$ cat src/hdl/cda_pkg.sv
`timescale 1ns / 1ps
// Shared widths, constants, types and calendar tables for the date arithmetic unit.
package cda_pkg;

  // Field widths.
  localparam int YEAR_W  = 14;
  localparam int MON_W   = 4;
  localparam int DAY_W   = 5;
  localparam int CNT_W   = 23;
  localparam int TOT_W   = 22;

  // Internal widths. Day numbers of valid 14-bit years stay below 2^23, and a
  // day number plus a day count stays below 2^24.
  localparam int DN_W    = 23;
  localparam int NUM_W   = 24;
  localparam int DOY_W   = 9;
  localparam int CYR_W   = 15;
  localparam int YCMP_W  = 17;
  localparam int Q100_W  = 8;
  localparam int Q400_W  = 7;
  localparam int R400_W  = 18;
  localparam int R100_W  = 16;
  localparam int Q4_W    = 5;
  localparam int R4_W    = 11;

  // Pipeline depths.
  localparam int D2N_LAT   = 2;
  localparam int N2D_LAT   = 4;
  localparam int VLD_DEPTH = 1 + D2N_LAT + 1 + N2D_LAT;

  // Calendar constants.
  localparam int unsigned DAYS_400Y       = 146097;
  localparam int unsigned DAYS_100Y       = 36524;
  localparam int unsigned DAYS_4Y         = 1461;
  localparam int unsigned DAYS_1Y         = 365;
  localparam int unsigned YEARS_CENT      = 100;
  localparam int unsigned YEARS_QUAD_CENT = 400;
  localparam int unsigned MON_FEB         = 2;
  localparam int unsigned MON_DEC         = 12;

  // Reciprocals for exact floor division by a constant: floor(x / D) equals
  // (x * ceil(2^SH / D)) >> SH when SH is the dividend width plus the divisor width.
  localparam int RCP100_SH = YEAR_W + 7;
  localparam int RCP100_W  = 15;
  localparam longint unsigned RCP100 =
      ((64'd1 << RCP100_SH) + 64'(YEARS_CENT) - 64'd1) / 64'(YEARS_CENT);

  localparam int RCP400Y_SH = NUM_W + 18;
  localparam int RCP400Y_W  = 25;
  localparam longint unsigned RCP400Y =
      ((64'd1 << RCP400Y_SH) + 64'(DAYS_400Y) - 64'd1) / 64'(DAYS_400Y);

  localparam int RCP1461_SH = R100_W + 11;
  localparam int RCP1461_W  = 17;
  localparam longint unsigned RCP1461 =
      ((64'd1 << RCP1461_SH) + 64'(DAYS_4Y) - 64'd1) / 64'(DAYS_4Y);

  typedef enum logic [1:0] {
    CMD_ADD  = 2'd0,
    CMD_DIFF = 2'd1,
    CMD_CMP  = 2'd2,
    CMD_DOY  = 2'd3
  } cmd_t;

  typedef enum logic [1:0] {
    ST_OK      = 2'd0,
    ST_RANGE   = 2'd1,
    ST_INVALID = 2'd2
  } status_t;

  // Day number of a date, its day of year and its validity.
  typedef struct packed {
    logic [DN_W-1:0]  dn;
    logic [DOY_W-1:0] doy;
    logic             ok;
  } date_num_t;

  // Calendar date rebuilt from a day number.
  typedef struct packed {
    logic [CYR_W-1:0] year;
    logic [MON_W-1:0] month;
    logic [DAY_W-1:0] day;
  } cal_date_t;

  // One accepted input beat.
  typedef struct packed {
    cmd_t              cmd;
    logic [YEAR_W-1:0] year_a;
    logic [MON_W-1:0]  month_a;
    logic [DAY_W-1:0]  day_a;
    logic [YEAR_W-1:0] year_b;
    logic [MON_W-1:0]  month_b;
    logic [DAY_W-1:0]  day_b;
    logic [CNT_W-1:0]  cnt;
  } in_beat_t;

  // Command and day count carried alongside the date conversion.
  typedef struct packed {
    cmd_t             cmd;
    logic [CNT_W-1:0] cnt;
  } ctl_t;

  // Results that are final before the date rebuild, carried alongside it.
  typedef struct packed {
    cmd_t             cmd;
    logic             invalid;
    logic             neg;
    logic [TOT_W-1:0] total;
    logic             after;
    logic             equal;
  } side_t;

  // Days in the months before month m of a common year.
  function automatic logic [DOY_W-1:0] cum_days(input logic [MON_W-1:0] m);
    logic [DOY_W-1:0] c;
    case (m)
      4'd1:    c = 9'd0;
      4'd2:    c = 9'd31;
      4'd3:    c = 9'd59;
      4'd4:    c = 9'd90;
      4'd5:    c = 9'd120;
      4'd6:    c = 9'd151;
      4'd7:    c = 9'd181;
      4'd8:    c = 9'd212;
      4'd9:    c = 9'd243;
      4'd10:   c = 9'd273;
      4'd11:   c = 9'd304;
      4'd12:   c = 9'd334;
      default: c = 9'd0;
    endcase
    return c;
  endfunction

  // Length of month m; zero for a month number that names no month.
  function automatic logic [DAY_W-1:0] month_len(input logic [MON_W-1:0] m,
                                                 input logic leap);
    logic [DAY_W-1:0] len;
    case (m)
      4'd2:                                   len = leap ? 5'd29 : 5'd28;
      4'd4, 4'd6, 4'd9, 4'd11:                len = 5'd30;
      4'd1, 4'd3, 4'd5, 4'd7, 4'd8, 4'd10,
      4'd12:                                  len = 5'd31;
      default:                                len = 5'd0;
    endcase
    return len;
  endfunction

endpackage

$ cat src/hdl/cda_date_to_num.sv
`timescale 1ns / 1ps
// Two-stage conversion of a calendar date to a day number, with validity and day of year.
module cda_date_to_num #(
  parameter int unsigned MAX_YEAR = 9999
) (
  input  logic                     clk,
  input  logic [cda_pkg::YEAR_W-1:0] year,
  input  logic [cda_pkg::MON_W-1:0]  month,
  input  logic [cda_pkg::DAY_W-1:0]  day,
  output cda_pkg::date_num_t       num
);
  import cda_pkg::*;

  localparam logic [YCMP_W-1:0] MAX_YEAR_V = YCMP_W'(MAX_YEAR);
  localparam int QP_W = YEAR_W + RCP100_W;

  // Stage 1: year / 100 by reciprocal multiply.
  logic [QP_W-1:0]   q_prod;
  logic [Q100_W-1:0] qy_nxt;

  logic [YEAR_W-1:0] year_r;
  logic [MON_W-1:0]  month_r;
  logic [DAY_W-1:0]  day_r;
  logic [Q100_W-1:0] qy_r;

  assign q_prod = QP_W'(year) * QP_W'(RCP100);
  assign qy_nxt = q_prod[RCP100_SH +: Q100_W];

  always_ff @(posedge clk) begin
    year_r  <= year;
    month_r <= month;
    day_r   <= day;
    qy_r    <= qy_nxt;
  end

  // Stage 2: leap rule, validity and the day number sum.
  logic [YEAR_W-1:0] cent_base;
  logic              cent;
  logic              leap;
  logic [YEAR_W-1:0] p;
  logic [Q100_W-1:0] p100;
  logic [Q100_W-1:0] p400;
  logic [DOY_W-1:0]  doy;
  logic              ok;
  date_num_t         num_nxt;
  date_num_t         num_r;

  assign cent_base = YEAR_W'(qy_r) * YEAR_W'(YEARS_CENT);
  assign cent      = (cent_base == year_r);
  // A year divisible by 100 is a leap year only when year / 100 is divisible by 4.
  assign leap      = (year_r[1:0] == 2'b00) && (!cent || (qy_r[1:0] == 2'b00));

  // Whole years before this one, and the centuries among them.
  assign p    = year_r - YEAR_W'(1);
  assign p100 = qy_r - Q100_W'(cent);
  assign p400 = p100 >> 2;

  assign doy = cum_days(month_r)
             + DOY_W'(leap && (month_r > MON_W'(MON_FEB)))
             + DOY_W'(day_r);

  assign ok = (year_r != '0)
           && (YCMP_W'(year_r) <= MAX_YEAR_V)
           && (month_r != '0)
           && (month_r <= MON_W'(MON_DEC))
           && (day_r != '0)
           && (day_r <= month_len(month_r, leap));

  always_comb begin
    num_nxt.dn  = DN_W'(p) * DN_W'(DAYS_1Y)
                + DN_W'(p >> 2)
                - DN_W'(p100)
                + DN_W'(p400)
                + DN_W'(doy)
                - DN_W'(1);
    num_nxt.doy = doy;
    num_nxt.ok  = ok;
  end

  always_ff @(posedge clk) begin
    num_r <= num_nxt;
  end

  assign num = num_r;

endmodule

$ cat src/hdl/cda_num_to_date.sv
`timescale 1ns / 1ps
// Four-stage rebuild of a calendar date from a non-negative day number.
module cda_num_to_date (
  input  logic                    clk,
  input  logic [cda_pkg::NUM_W-1:0] num,
  output cda_pkg::cal_date_t      date
);
  import cda_pkg::*;

  localparam int P400_W = NUM_W + RCP400Y_W;
  localparam int P4_W   = R100_W + RCP1461_W;

  // Stage 1: number of whole 400-year cycles.
  logic [P400_W-1:0] q400_prod;
  logic [NUM_W-1:0]  n_r1;
  logic [Q400_W-1:0] q400_r1;

  assign q400_prod = P400_W'(num) * P400_W'(RCP400Y);

  always_ff @(posedge clk) begin
    n_r1    <= num;
    q400_r1 <= q400_prod[RCP400Y_SH +: Q400_W];
  end

  // Stage 2: centuries inside the cycle. The last day of a cycle falls in the
  // fourth century, so the count stops at three.
  logic [R400_W-1:0] r400;
  logic [1:0]        c_nxt;
  logic [R100_W-1:0] r100_nxt;
  logic [CYR_W-1:0]  base_nxt;
  logic [R100_W-1:0] r100_r2;
  logic [CYR_W-1:0]  base_r2;
  logic [1:0]        c_r2;

  assign r400  = R400_W'(n_r1 - NUM_W'(q400_r1) * NUM_W'(DAYS_400Y));
  assign c_nxt = 2'(r400 >= R400_W'(DAYS_100Y))
               + 2'(r400 >= R400_W'(2 * DAYS_100Y))
               + 2'(r400 >= R400_W'(3 * DAYS_100Y));
  assign r100_nxt = R100_W'(r400 - R400_W'(c_nxt) * R400_W'(DAYS_100Y));
  assign base_nxt = CYR_W'(q400_r1) * CYR_W'(YEARS_QUAD_CENT)
                  + CYR_W'(c_nxt) * CYR_W'(YEARS_CENT);

  always_ff @(posedge clk) begin
    r100_r2 <= r100_nxt;
    base_r2 <= base_nxt;
    c_r2    <= c_nxt;
  end

  // Stage 3: four-year groups inside the century.
  logic [P4_W-1:0]   q4_prod;
  logic [Q4_W-1:0]   q4_r3;
  logic [R100_W-1:0] r100_r3;
  logic [CYR_W-1:0]  base_r3;
  logic [1:0]        c_r3;

  assign q4_prod = P4_W'(r100_r2) * P4_W'(RCP1461);

  always_ff @(posedge clk) begin
    q4_r3   <= q4_prod[RCP1461_SH +: Q4_W];
    r100_r3 <= r100_r2;
    base_r3 <= base_r2;
    c_r3    <= c_r2;
  end

  // Stage 4: year inside the group, final year and its leap flag.
  logic [R4_W-1:0]  r4;
  logic [1:0]       y1;
  logic [DOY_W-1:0] rday_nxt;
  logic [CYR_W-1:0] yr_nxt;
  logic             leap_nxt;
  logic [DOY_W-1:0] rday_r4;
  logic [CYR_W-1:0] yr_r4;
  logic             leap_r4;

  assign r4 = R4_W'(r100_r3 - R100_W'(q4_r3) * R100_W'(DAYS_4Y));
  assign y1 = 2'(r4 >= R4_W'(DAYS_1Y))
            + 2'(r4 >= R4_W'(2 * DAYS_1Y))
            + 2'(r4 >= R4_W'(3 * DAYS_1Y));
  assign rday_nxt = DOY_W'(r4 - R4_W'(y1) * R4_W'(DAYS_1Y));
  assign yr_nxt   = base_r3 + CYR_W'({q4_r3, 2'b00}) + CYR_W'(y1) + CYR_W'(1);
  // The last year of a four-year group is a leap year, except the century year
  // that closes one of the first three centuries of a cycle.
  assign leap_nxt = (y1 == 2'd3) && ((q4_r3 != Q4_W'(24)) || (c_r3 == 2'd3));

  always_ff @(posedge clk) begin
    rday_r4 <= rday_nxt;
    yr_r4   <= yr_nxt;
    leap_r4 <= leap_nxt;
  end

  // Month search: compare the day of year against every month start at once.
  always_comb begin
    logic [DOY_W-1:0] st;
    logic [DOY_W-1:0] start;
    logic [MON_W-1:0] mo;
    start = '0;
    mo    = MON_W'(1);
    for (int i = MON_FEB; i <= MON_DEC; i++) begin
      st = cum_days(MON_W'(i)) + DOY_W'(leap_r4 && (i > MON_FEB));
      if (rday_r4 >= st) begin
        mo    = MON_W'(i);
        start = st;
      end
    end
    date.year  = yr_r4;
    date.month = mo;
    date.day   = DAY_W'(rday_r4 - start + DOY_W'(1));
  end

endmodule

$ cat src/hdl/calendar_date_arithmetic_unit.sv
`timescale 1ns / 1ps
// Throughput: one beat per clock; busy is high only during reset and for the
// first cycle after it, so start may be held high continuously.
// The result strobe lasts one cycle and the receiver cannot stall it.
// Reset (rst_n low, synchronous) clears every valid flag; beats in flight are dropped.
module calendar_date_arithmetic_unit #(
  parameter int unsigned MAX_YEAR = 9999
) (
  input  logic                         clk,
  input  logic                         rst_n,
  input  logic                         start,
  output logic                         busy,
  input  logic [1:0]                   in_cmd,
  input  logic [cda_pkg::YEAR_W-1:0]   in_year_a,
  input  logic [cda_pkg::MON_W-1:0]    in_month_a,
  input  logic [cda_pkg::DAY_W-1:0]    in_day_a,
  input  logic [cda_pkg::YEAR_W-1:0]   in_year_b,
  input  logic [cda_pkg::MON_W-1:0]    in_month_b,
  input  logic [cda_pkg::DAY_W-1:0]    in_day_b,
  input  logic [cda_pkg::CNT_W-1:0]    in_day_count,
  output logic                         out_valid,
  output logic [cda_pkg::YEAR_W-1:0]   out_res_year,
  output logic [cda_pkg::MON_W-1:0]    out_res_month,
  output logic [cda_pkg::DAY_W-1:0]    out_res_day,
  output logic [cda_pkg::TOT_W-1:0]    out_day_total,
  output logic                         out_a_after_b,
  output logic                         out_a_equals_b,
  output logic [1:0]                   out_status
);
  import cda_pkg::*;

  // The datapath is a straight pipeline with no back pressure:
  //   stage 0      input register
  //   stages 1-2   both dates become day numbers counted from 0001-01-01
  //   stage 3      add the day count, take the difference and the comparison
  //   stages 4-7   the sum is rebuilt into year, month and day
  //   stage 8      output register, which also merges status and zeroes fields
  // Every beat walks the same path, so results leave in acceptance order.

  localparam logic [YCMP_W-1:0] MAX_YEAR_V = YCMP_W'(MAX_YEAR);

  logic accept;
  logic busy_r;

  // Busy only reflects reset; the pipeline never needs to hold off a beat.
  always_ff @(posedge clk) begin
    if (!rst_n) begin
      busy_r <= 1'b1;
    end else begin
      busy_r <= 1'b0;
    end
  end

  assign busy   = busy_r | ~rst_n;
  assign accept = start & ~busy;

  // One valid flag per stage, shifted along with the payload.
  logic [VLD_DEPTH-1:0] vld_r;
  logic [VLD_DEPTH-1:0] vld_nxt;

  assign vld_nxt = {vld_r[VLD_DEPTH-2:0], accept};

  always_ff @(posedge clk) begin
    if (!rst_n) begin
      vld_r <= '0;
    end else begin
      vld_r <= vld_nxt;
    end
  end

  // Stage 0: input register.
  in_beat_t beat_r;
  in_beat_t beat_nxt;

  always_comb begin
    beat_nxt.cmd     = cmd_t'(in_cmd);
    beat_nxt.year_a  = in_year_a;
    beat_nxt.month_a = in_month_a;
    beat_nxt.day_a   = in_day_a;
    beat_nxt.year_b  = in_year_b;
    beat_nxt.month_b = in_month_b;
    beat_nxt.day_b   = in_day_b;
    beat_nxt.cnt     = in_day_count;
  end

  always_ff @(posedge clk) begin
    beat_r <= beat_nxt;
  end

  // Stages 1-2: the two date converters, with the command and count riding
  // alongside in a short delay line.
  date_num_t num_a;
  date_num_t num_b;
  ctl_t      ctl_r [D2N_LAT];

  cda_date_to_num #(
    .MAX_YEAR (MAX_YEAR)
  ) u_d2n_a (
    .clk   (clk),
    .year  (beat_r.year_a),
    .month (beat_r.month_a),
    .day   (beat_r.day_a),
    .num   (num_a)
  );

  cda_date_to_num #(
    .MAX_YEAR (MAX_YEAR)
  ) u_d2n_b (
    .clk   (clk),
    .year  (beat_r.year_b),
    .month (beat_r.month_b),
    .day   (beat_r.day_b),
    .num   (num_b)
  );

  always_ff @(posedge clk) begin
    ctl_r[0].cmd <= beat_r.cmd;
    ctl_r[0].cnt <= beat_r.cnt;
    for (int i = 1; i < D2N_LAT; i++) begin
      ctl_r[i] <= ctl_r[i-1];
    end
  end

  // Stage 3: everything that needs only the two day numbers is settled here.
  // A negative count that moves before 0001-01-01 shows up as a negative sum.
  ctl_t             ctl3;
  logic [NUM_W:0]   n_full;
  logic [DN_W-1:0]  d_ab;
  logic [DN_W-1:0]  d_ba;
  logic             a_gt_b;
  logic             a_eq_b;
  logic [DN_W-1:0]  mag;
  logic [TOT_W-1:0] sat_diff;
  side_t            side_nxt;
  side_t            side3_r;
  logic [NUM_W-1:0] n_r;

  assign ctl3   = ctl_r[D2N_LAT-1];
  assign n_full = {2'b00, num_a.dn} + {{(NUM_W + 1 - CNT_W){ctl3.cnt[CNT_W-1]}}, ctl3.cnt};
  assign d_ab   = num_a.dn - num_b.dn;
  assign d_ba   = num_b.dn - num_a.dn;
  assign a_gt_b = num_a.dn > num_b.dn;
  assign a_eq_b = num_a.dn == num_b.dn;
  assign mag    = a_gt_b ? d_ab : d_ba;
  // A gap wider than the total field saturates at its all-ones value.
  assign sat_diff = mag[DN_W-1] ? '1 : mag[TOT_W-1:0];

  always_comb begin
    side_nxt.cmd     = ctl3.cmd;
    side_nxt.invalid = !num_a.ok
                    || (((ctl3.cmd == CMD_DIFF) || (ctl3.cmd == CMD_CMP)) && !num_b.ok);
    side_nxt.neg     = n_full[NUM_W];
    side_nxt.total   = '0;
    side_nxt.after   = 1'b0;
    side_nxt.equal   = 1'b0;
    case (ctl3.cmd)
      CMD_DIFF: side_nxt.total = sat_diff;
      CMD_DOY:  side_nxt.total = TOT_W'(num_a.doy);
      CMD_CMP: begin
        side_nxt.after = a_gt_b;
        side_nxt.equal = a_eq_b;
      end
      default: side_nxt.total = '0;
    endcase
  end

  always_ff @(posedge clk) begin
    side3_r <= side_nxt;
    n_r     <= n_full[NUM_W-1:0];
  end

  // Stages 4-7: rebuild the date; the settled results wait in step with it.
  cal_date_t date;
  side_t     side_r [N2D_LAT];

  cda_num_to_date u_n2d (
    .clk  (clk),
    .num  (n_r),
    .date (date)
  );

  always_ff @(posedge clk) begin
    side_r[0] <= side3_r;
    for (int i = 1; i < N2D_LAT; i++) begin
      side_r[i] <= side_r[i-1];
    end
  end

  // Stage 8: status priority is invalid input first, then a result year out of
  // range. Any flagged beat leaves every other field at zero.
  side_t             sd;
  status_t           status_nxt;
  logic [YEAR_W-1:0] year_nxt;
  logic [MON_W-1:0]  month_nxt;
  logic [DAY_W-1:0]  day_nxt;
  logic [TOT_W-1:0]  total_nxt;
  logic              after_nxt;
  logic              equal_nxt;

  assign sd = side_r[N2D_LAT-1];

  always_comb begin
    status_nxt = ST_OK;
    year_nxt   = '0;
    month_nxt  = '0;
    day_nxt    = '0;
    total_nxt  = '0;
    after_nxt  = 1'b0;
    equal_nxt  = 1'b0;
    if (sd.invalid) begin
      status_nxt = ST_INVALID;
    end else if ((sd.cmd == CMD_ADD)
                 && (sd.neg || (YCMP_W'(date.year) > MAX_YEAR_V))) begin
      status_nxt = ST_RANGE;
    end else begin
      if (sd.cmd == CMD_ADD) begin
        year_nxt  = date.year[YEAR_W-1:0];
        month_nxt = date.month;
        day_nxt   = date.day;
      end
      total_nxt = sd.total;
      after_nxt = sd.after;
      equal_nxt = sd.equal;
    end
  end

  logic              out_valid_r;
  status_t           status_r;
  logic [YEAR_W-1:0] year_r;
  logic [MON_W-1:0]  month_r;
  logic [DAY_W-1:0]  day_r;
  logic [TOT_W-1:0]  total_r;
  logic              after_r;
  logic              equal_r;

  always_ff @(posedge clk) begin
    if (!rst_n) begin
      out_valid_r <= 1'b0;
    end else begin
      out_valid_r <= vld_r[VLD_DEPTH-1];
    end
  end

  always_ff @(posedge clk) begin
    status_r <= status_nxt;
    year_r   <= year_nxt;
    month_r  <= month_nxt;
    day_r    <= day_nxt;
    total_r  <= total_nxt;
    after_r  <= after_nxt;
    equal_r  <= equal_nxt;
  end

  assign out_valid      = out_valid_r;
  assign out_status     = status_r;
  assign out_res_year   = year_r;
  assign out_res_month  = month_r;
  assign out_res_day    = day_r;
  assign out_day_total  = total_r;
  assign out_a_after_b  = after_r;
  assign out_a_equals_b = equal_r;

  // Every accepted beat produces its result strobe.
  a_beat_out: assert property (@(posedge clk) disable iff (!rst_n)
    accept |-> ##(VLD_DEPTH + 1) out_valid)
    else $error("accepted beat produced no result strobe");

  // No strobe appears without a matching accepted beat.
  a_no_extra: assert property (@(posedge clk) disable iff (!rst_n)
    out_valid |-> $past(accept, VLD_DEPTH + 1))
    else $error("result strobe without an accepted beat");

  // A flagged result carries zeros in every other field.
  a_flag_zero: assert property (@(posedge clk) disable iff (!rst_n)
    (out_valid && (out_status != ST_OK)) |->
      ((out_res_year == '0) && (out_res_month == '0) && (out_res_day == '0)
       && (out_day_total == '0) && !out_a_after_b && !out_a_equals_b))
    else $error("flagged result with nonzero fields");

  // A rebuilt date always has a month of 1 to 12, a nonzero day and year, and an OK status.
  a_date_shape: assert property (@(posedge clk) disable iff (!rst_n)
    (out_valid && (out_res_month != '0)) |->
      ((out_res_month <= MON_W'(MON_DEC)) && (out_res_day != '0)
       && (out_res_year != '0) && (out_status == ST_OK)))
    else $error("malformed result date");

endmodule
$ cat config.mk
export PLATFORM = sky130hd
export DESIGN_NAME = calendar_date_arithmetic_unit
export DESIGN_NICKNAME = d
export VERILOG_FILES = /design/src/hdl/cda_pkg.sv /design/src/hdl/cda_date_to_num.sv /design/src/hdl/cda_num_to_date.sv /design/src/hdl/calendar_date_arithmetic_unit.sv
export SDC_FILE = /design/constraint.sdc
export NUM_CORES = 2
export LEC_CHECK = 0
export ABC_CLOCK_PERIOD_IN_PS = 10800
export BUFFER_PORTS_ARGS = -buffer_cell sky130_fd_sc_hd__buf_2
export CORE_MARGIN = 1
export CORE_UTILIZATION = 35
export CTS_BUF_LIST = sky130_fd_sc_hd__clkbuf_4
export DETAILED_ROUTE_END_ITERATION = 10
export PLACE_DENSITY = 0.47
export SLEW_MARGIN = 25
export SYNTH_ARGS = -nofsm -noshare
export SYNTH_HDL_FRONTEND = slang
export SYNTH_SLANG_ARGS = --single-unit
$ cat constraint.sdc
create_clock -name clk -period 10.8 [get_ports clk]
set_clock_uncertainty 0.2 [all_clocks]
set_input_delay 2.16 -clock clk [delete_from_list [all_inputs] [get_ports clk]]
set_output_delay 2.16 -clock clk [all_outputs]
set_load 0.01 [all_outputs]
Yosys cells after proc, flatten, opt, wreduce, memory -nomap -nowiden
Memories as Yosys holds them, arrays and structs flattened. A register that Yosys moved wholly into a read port is not among the register bits.
Index checks and enable logic that the tools add are counted.
- mux-type cells: 31
- reduce and logical (&&, ||, !) cells: 45
- bitwise operators: 5
- eq/ne operators: 33
- $add $sub $neg: 45
- multipliers: 14
- $lt $le $gt $ge: 27
- operators by type and width (cell ; number):
    $ge 9x9->1 ; 7
    $mux 5 ; 11
    $mul 14x13->27 const B ; 2
    $mul 24x24->48 const B ; 1
    $add 23x12->23 ; 2
    $add 23x6->23 ; 2
    $add 23x9->23 ; 2
    $mul 14x9->23 const B ; 2
    $sub 23x1->23 const B ; 2
    $sub 23x23->23 ; 2
    $sub 23x8->23 ; 2
    $pmux 22 s2 ; 1
    $eq 4x4->1 const B ; 10
    $mux 4 ; 10
    $add 8x1->9 const A ; 4
    $ge 18x17->1 const B ; 2
    $eq 4x3->1 const B ; 8
    $mul 16x15->30 const B ; 1
    $pmux 5 s3 ; 2
    $eq 14x14->1 ; 2
    $le 14x14->1 const B ; 2
    $reduce_bool 14->1 ; 2
    $sub 14x1->14 const B ; 2
    $add 9x1->9 const A ; 3
    other kinds (60) ; 116
- bits in read-only memories: 288
- flip-flop bits (word level): 417
- input bits: 74
- memories: 4
- output and inout port bits: 51
- bits in writable memories: 162
- memory list (name ; depth ; bits a word ; read ports ; clocked after Yosys merged registers in ; wr ports ; line ; RTL):
    (name not given) ; 16 ; 9 ; 1 ; 1 ; 0 ; cda_pkg.sv:116 ; case (m)
    (name not given) ; 16 ; 9 ; 1 ; 1 ; 0 ; cda_pkg.sv:116 ;
    side_r ; 4 ; 28 ; 4 ; 0 ; 4 ; calendar_date_arithmetic_unit.sv:174 ; side_t side_r [N2D_LAT];
    ctl_r ; 2 ; 25 ; 2 ; 0 ; 2 ; calendar_date_arithmetic_unit.sv:94 ; ctl_t ctl_r [D2N_LAT];

Longest topological paths before layout
- depth in word-level cells: 14
- gate-level depth with buffers: 41

Cells and area by module
A second synthesis with hierarchy kept.
- cells, all modules: 5284
- area total of the unflattened synthesis: 54577.3 µm²
- by module, submodules not included (module ; area an instance (µm²) ; cells each ; instances ; sequential area each (µm²)):
    cda_num_to_date ; 21976.1 ; 2173 ; 1 ; 2162.1
    calendar_date_arithmetic_unit ; 11159.5 ; 964 ; 1 ; 6886.6
    cda_date_to_num (u_d2n_b) ; 10941.7 ; 1111 ; 1 ; 1461.4
    cda_date_to_num (u_d2n_a) ; 10500.1 ; 1036 ; 1 ; 1461.4

Worst setup path before layout
No wires, ideal clock.
- kind: register to register
- start point: register u_d2n_b.qy_r[2]
- end point: register u_d2n_b.num_r (netlist bit u_d2n_b.num[32])
- setup slack: 1.309 ns
- required time: 10.464 ns
- cell stages (with the launch flop): 39
- library setup time: 0.136 ns
- period minus slack after synthesis: 9.491 ns
- data arrival time: 9.154 ns
- cells stage by stage: dfxtp_1 inv_1 ha_1 ha_1 fa_1 ha_1 a21o_1 a21o_1 a21o_1 a21o_1 a21oi_1 xnor2_1 nor3_1 nand3b_1 fa_1 fa_1 inv_1 a21oi_1 [3 not listed] inv_1 fa_1 inv_1 ha_1 fa_1 inv_1 fa_1 inv_1 ha_1 nor2b_1 o21a_1 o21ai_0 a21oi_1 a41o_1 o211a_1 or4_1 a2111oi_0 a211oi_1
- RTL lines (what ; line ; RTL):
    start: declaration ; cda_date_to_num.sv:24 ; logic [Q100_W-1:0] qy_r;
    start signal: assignment ; cda_date_to_num.sv:33 ; qy_r <= qy_nxt;
    end signal: assignment ; cda_date_to_num.sv:81 ; num_r <= num_nxt;
    end: declaration ; cda_date_to_num.sv:46 ; date_num_t num_r;

==> flow_metrics.py <==
metrics = {
    "placement": {
        "dp_hpwl_mm": 101,
        "gp_congestion": 0.853,
        "buffer_ports.inserted": 124,
    },
    "route": {
        "wl_mm": 118,
        "dr.pass1.iters": 4,
        "drt_iter0_drc": 917,
        "vias": 33700,
        "routedWlPerCell_um": 15.9,
        "drc": 0,
        "viasPerCell": 4.54,
        "drtAntennaViolNets": 0,
    },
    "clocking": {
        "cts.root.buffer_cell": "clkbuf_4",
        "cts_hold_buf": 0,
        "cts_setup_buffers": 0,
        "cts_tree": "built",
        "cts_sinks": 589,
        "cts_max_path_buffers": 3,
        "insertion_delay_ns": 1.11,
        "cts_made_buffers": 164,
        "cts_htree_levels": 4,
        "path_clk_slew_ns": 0.07,
    },
    "synth": {
        "yosys_warnings": 0,
        "synth-edff-count": 0,
        "ys_ff_latch": 589,
        "syn_area_um2": 53000,
        "synthFlopType": "dfxtp_1",
        "netlist_instances": 5038,
        "yosysSeqAreaShare_pct": 22.3,
        "synth-async-reset-ratio_pct": 0,
        "syn_area_per_cell_um2": 10.5,
        "synth_nets": 6818,
        "ys_types": 83,
    },
    "critical_path": {
        "cp.arrival_ns": 10.95,
        "cpLargestDelayFamily": "adder cells",
        "end_kind": "flop",
        "cp-startpoint": "u_d2n_b.qy_r[2]",
        "critical_path.max_fanout": 5,
        "r2r_slack_ns": 0.56,
        "reg2reg_from": "u_d2n_b.qy_r[2]",
        "cp.required_ns": 11.51,
        "crit_path_start_kind": "flop",
        "cp.buffers_inverters": 4,
        "critPathKind": "reg2reg",
        "crit_cells": 38,
        "critPathSlowestCell": "fa_1",
        "ff2ff_path_depth": 38,
        "endpoint": "u_d2n_b.num[32]",
        "cp_common_cell": "fa_1",
        "r2r-end": "u_d2n_b.num[32]",
        "critical_path.max_stage_delay_ns": 0.54,
    },
    "grt": {
        "grt_max_degree": 25,
        "grt_pass1_vias": 36600,
        "grt_overflow": 0,
        "grt_util_all_layers_pct": 16.1,
        "grt_pass1_wl_mm": 192,
        "antenna_found_initial": 8,
    },
    "floorplanning": {
        "start_util_pct": 35.3,
        "dieArea_um2": 153000,
        "core_um2": 150000,
        "die_h_um": 391,
        "ios": 125,
        "die_x_um": 391,
        "num_rows": 142,
    },
    "final_layout": {
        "syn_to_final_growth_pct": 9.85,
        "layout_common_cells": "inv_1, ha_1, fa_1",
        "fin_nets": 7083,
        "layout_commonest_cell": "inv_1",
        "drive_gt1_share_pct": 8.02,
    },
    "timing": {
        "min_period_over_period_pct": 94.8,
        "rsz0062_at_grt": "no",
        "fin_crit_ns": 10.24,
        "fin_tns_setup_ns": 0,
        "finalSetupViolCount": 0,
        "hold_viol_final": 0,
        "fmax_ghz": 0.0977,
        "drv_slew": 0,
        "relSlewSlack_pct": 36.4,
        "worst_slew_pin_slew_ns": 0.951,
    },
    "run": {
        "drv_cap": 0,
    },
    "worst_hold_path": {
        "hp-class": "reg2reg",
    },
    "run_status": {
        "status": "complete, no violations",
    },
}
## worst min path at each step
stage | endpoint | depth (start not counted) | startpoint | slack [ns]
final | u_d2n_a.day_r[3] | 0 | beat_r[49] | 0.05
after global routing | u_n2d.base_r3[12] | 0 | u_n2d.base_r2[12] | 0.06
after CTS | u_n2d.base_r3[7] | 0 | u_n2d.base_r2[7] | 0.02
after detailed placement | ctl_r[0][15] | 0 | beat_r[15] | 0.11
after global placement | side_r[0][27] | 0 | side3_r[27] | 0.11
after floorplan | ctl_r[0][0] | 0 | beat_r[0] | 0.11
## metal layers
| layer | up-vias | global-route usage [%] | part of all wire (%) |
|---|---|---|---|
| met5 | - | 0 | 0.011 |
| met1 | 16300 | 19.8 | 45 |
| li1 | 16800 | - | - |
| met4 | 2 | 6.41 | 3.6 |
| met2 | 413 | 27.9 | 49 |
| met3 | 190 | 2.67 | 2.9 |
## synth_stat cells, types with 14 or more instances
cell | number | area [um2]
a211oi_1 | 24 | 180
nor4_1 | 22 | 138
dfxtp_1 | 589 | 11800
xor2_1 | 92 | 806
xnor2_1 | 191 | 1670
nand2b_1 | 33 | 206
nor2b_1 | 37 | 231
and2_1 | 66 | 413
o21a_1 | 37 | 278
nand2_1 | 122 | 458
nor2_1 | 131 | 492
a31oi_1 | 14 | 87.6
or3_1 | 29 | 181
clkbuf_1 | 19 | 71.3
o211ai_1 | 19 | 143
mux2i_1 | 23 | 230
o31a_1 | 14 | 123
fa_1 | 684 | 13700
and3_1 | 25 | 156
a21oi_1 | 158 | 791
a21o_1 | 80 | 601
o21ai_0 | 102 | 510
o21bai_1 | 18 | 135
ha_1 | 1022 | 12800
nand3_1 | 47 | 235
nand4_1 | 18 | 113
inv_1 | 1163 | 4370
nor3_1 | 41 | 205
## area by class of cell
type | instances | area [um2]
clock buffer | 206 | 1550
antenna | 5 | 12.5
sequential | 589 | 11800
clock inverter | 68 | 607
tap | 2016 | 2520
timing repair buffer | 134 | 696
fill | 15000 | 91900
inverter | 1164 | 4370
multi-input combinational | 3250 | 36700
## stage by stage
step	setup WS, ns	util [%]	hold slack, ns	instance area (um2)	cells
after detailed placement	0.555	37.3	0.112	56000	7153
final	0.562	38.8	0.0493	58200	7432
after CTS	0.441	38.8	0.0220	58200	7427
after global placement	0.665	37.3	0.110	56000	7153
after global routing	0.107	38.8	0.0567	58200	7432
after floorplan	1.31	-	0.110	53000	5038
## flip-flops by register name (all words and copies together), names as in the netlist, 16 cells and up, named ones only
signal	cells
side3_r	28
u_n2d.r100_r2	16
out_day_total	22
n_r	24
u_d2n_a.num	33
u_d2n_b.num	24
u_n2d.n_r1	18
ctl_r	50
side_r	112
beat_r	71
## cells by family after synthesis
group | Yosys count | synth area share, %
buffers and inverters | 1199 | 8.59
AO/OA/AOI/OAI | 591 | 7.43
adder cells (fa/ha/maj) | 1706 | 50.0
flip-flops | 589 | 22.3
multiplexers | 38 | 0.796
AND/OR/NAND/NOR | 632 | 6.28
XOR/XNOR | 283 | 4.68
## what timing repair did
action | in CTS | in global routing
endpoints found under the setup margin | 0 | 1
endpoints found under the hold margin | 0 | 0
gates resized for setup | 0 | 1
Power is left out: the tool's default activity adds up to more than one toggle a clock period on the data nets, which glitch-free logic cannot reach.
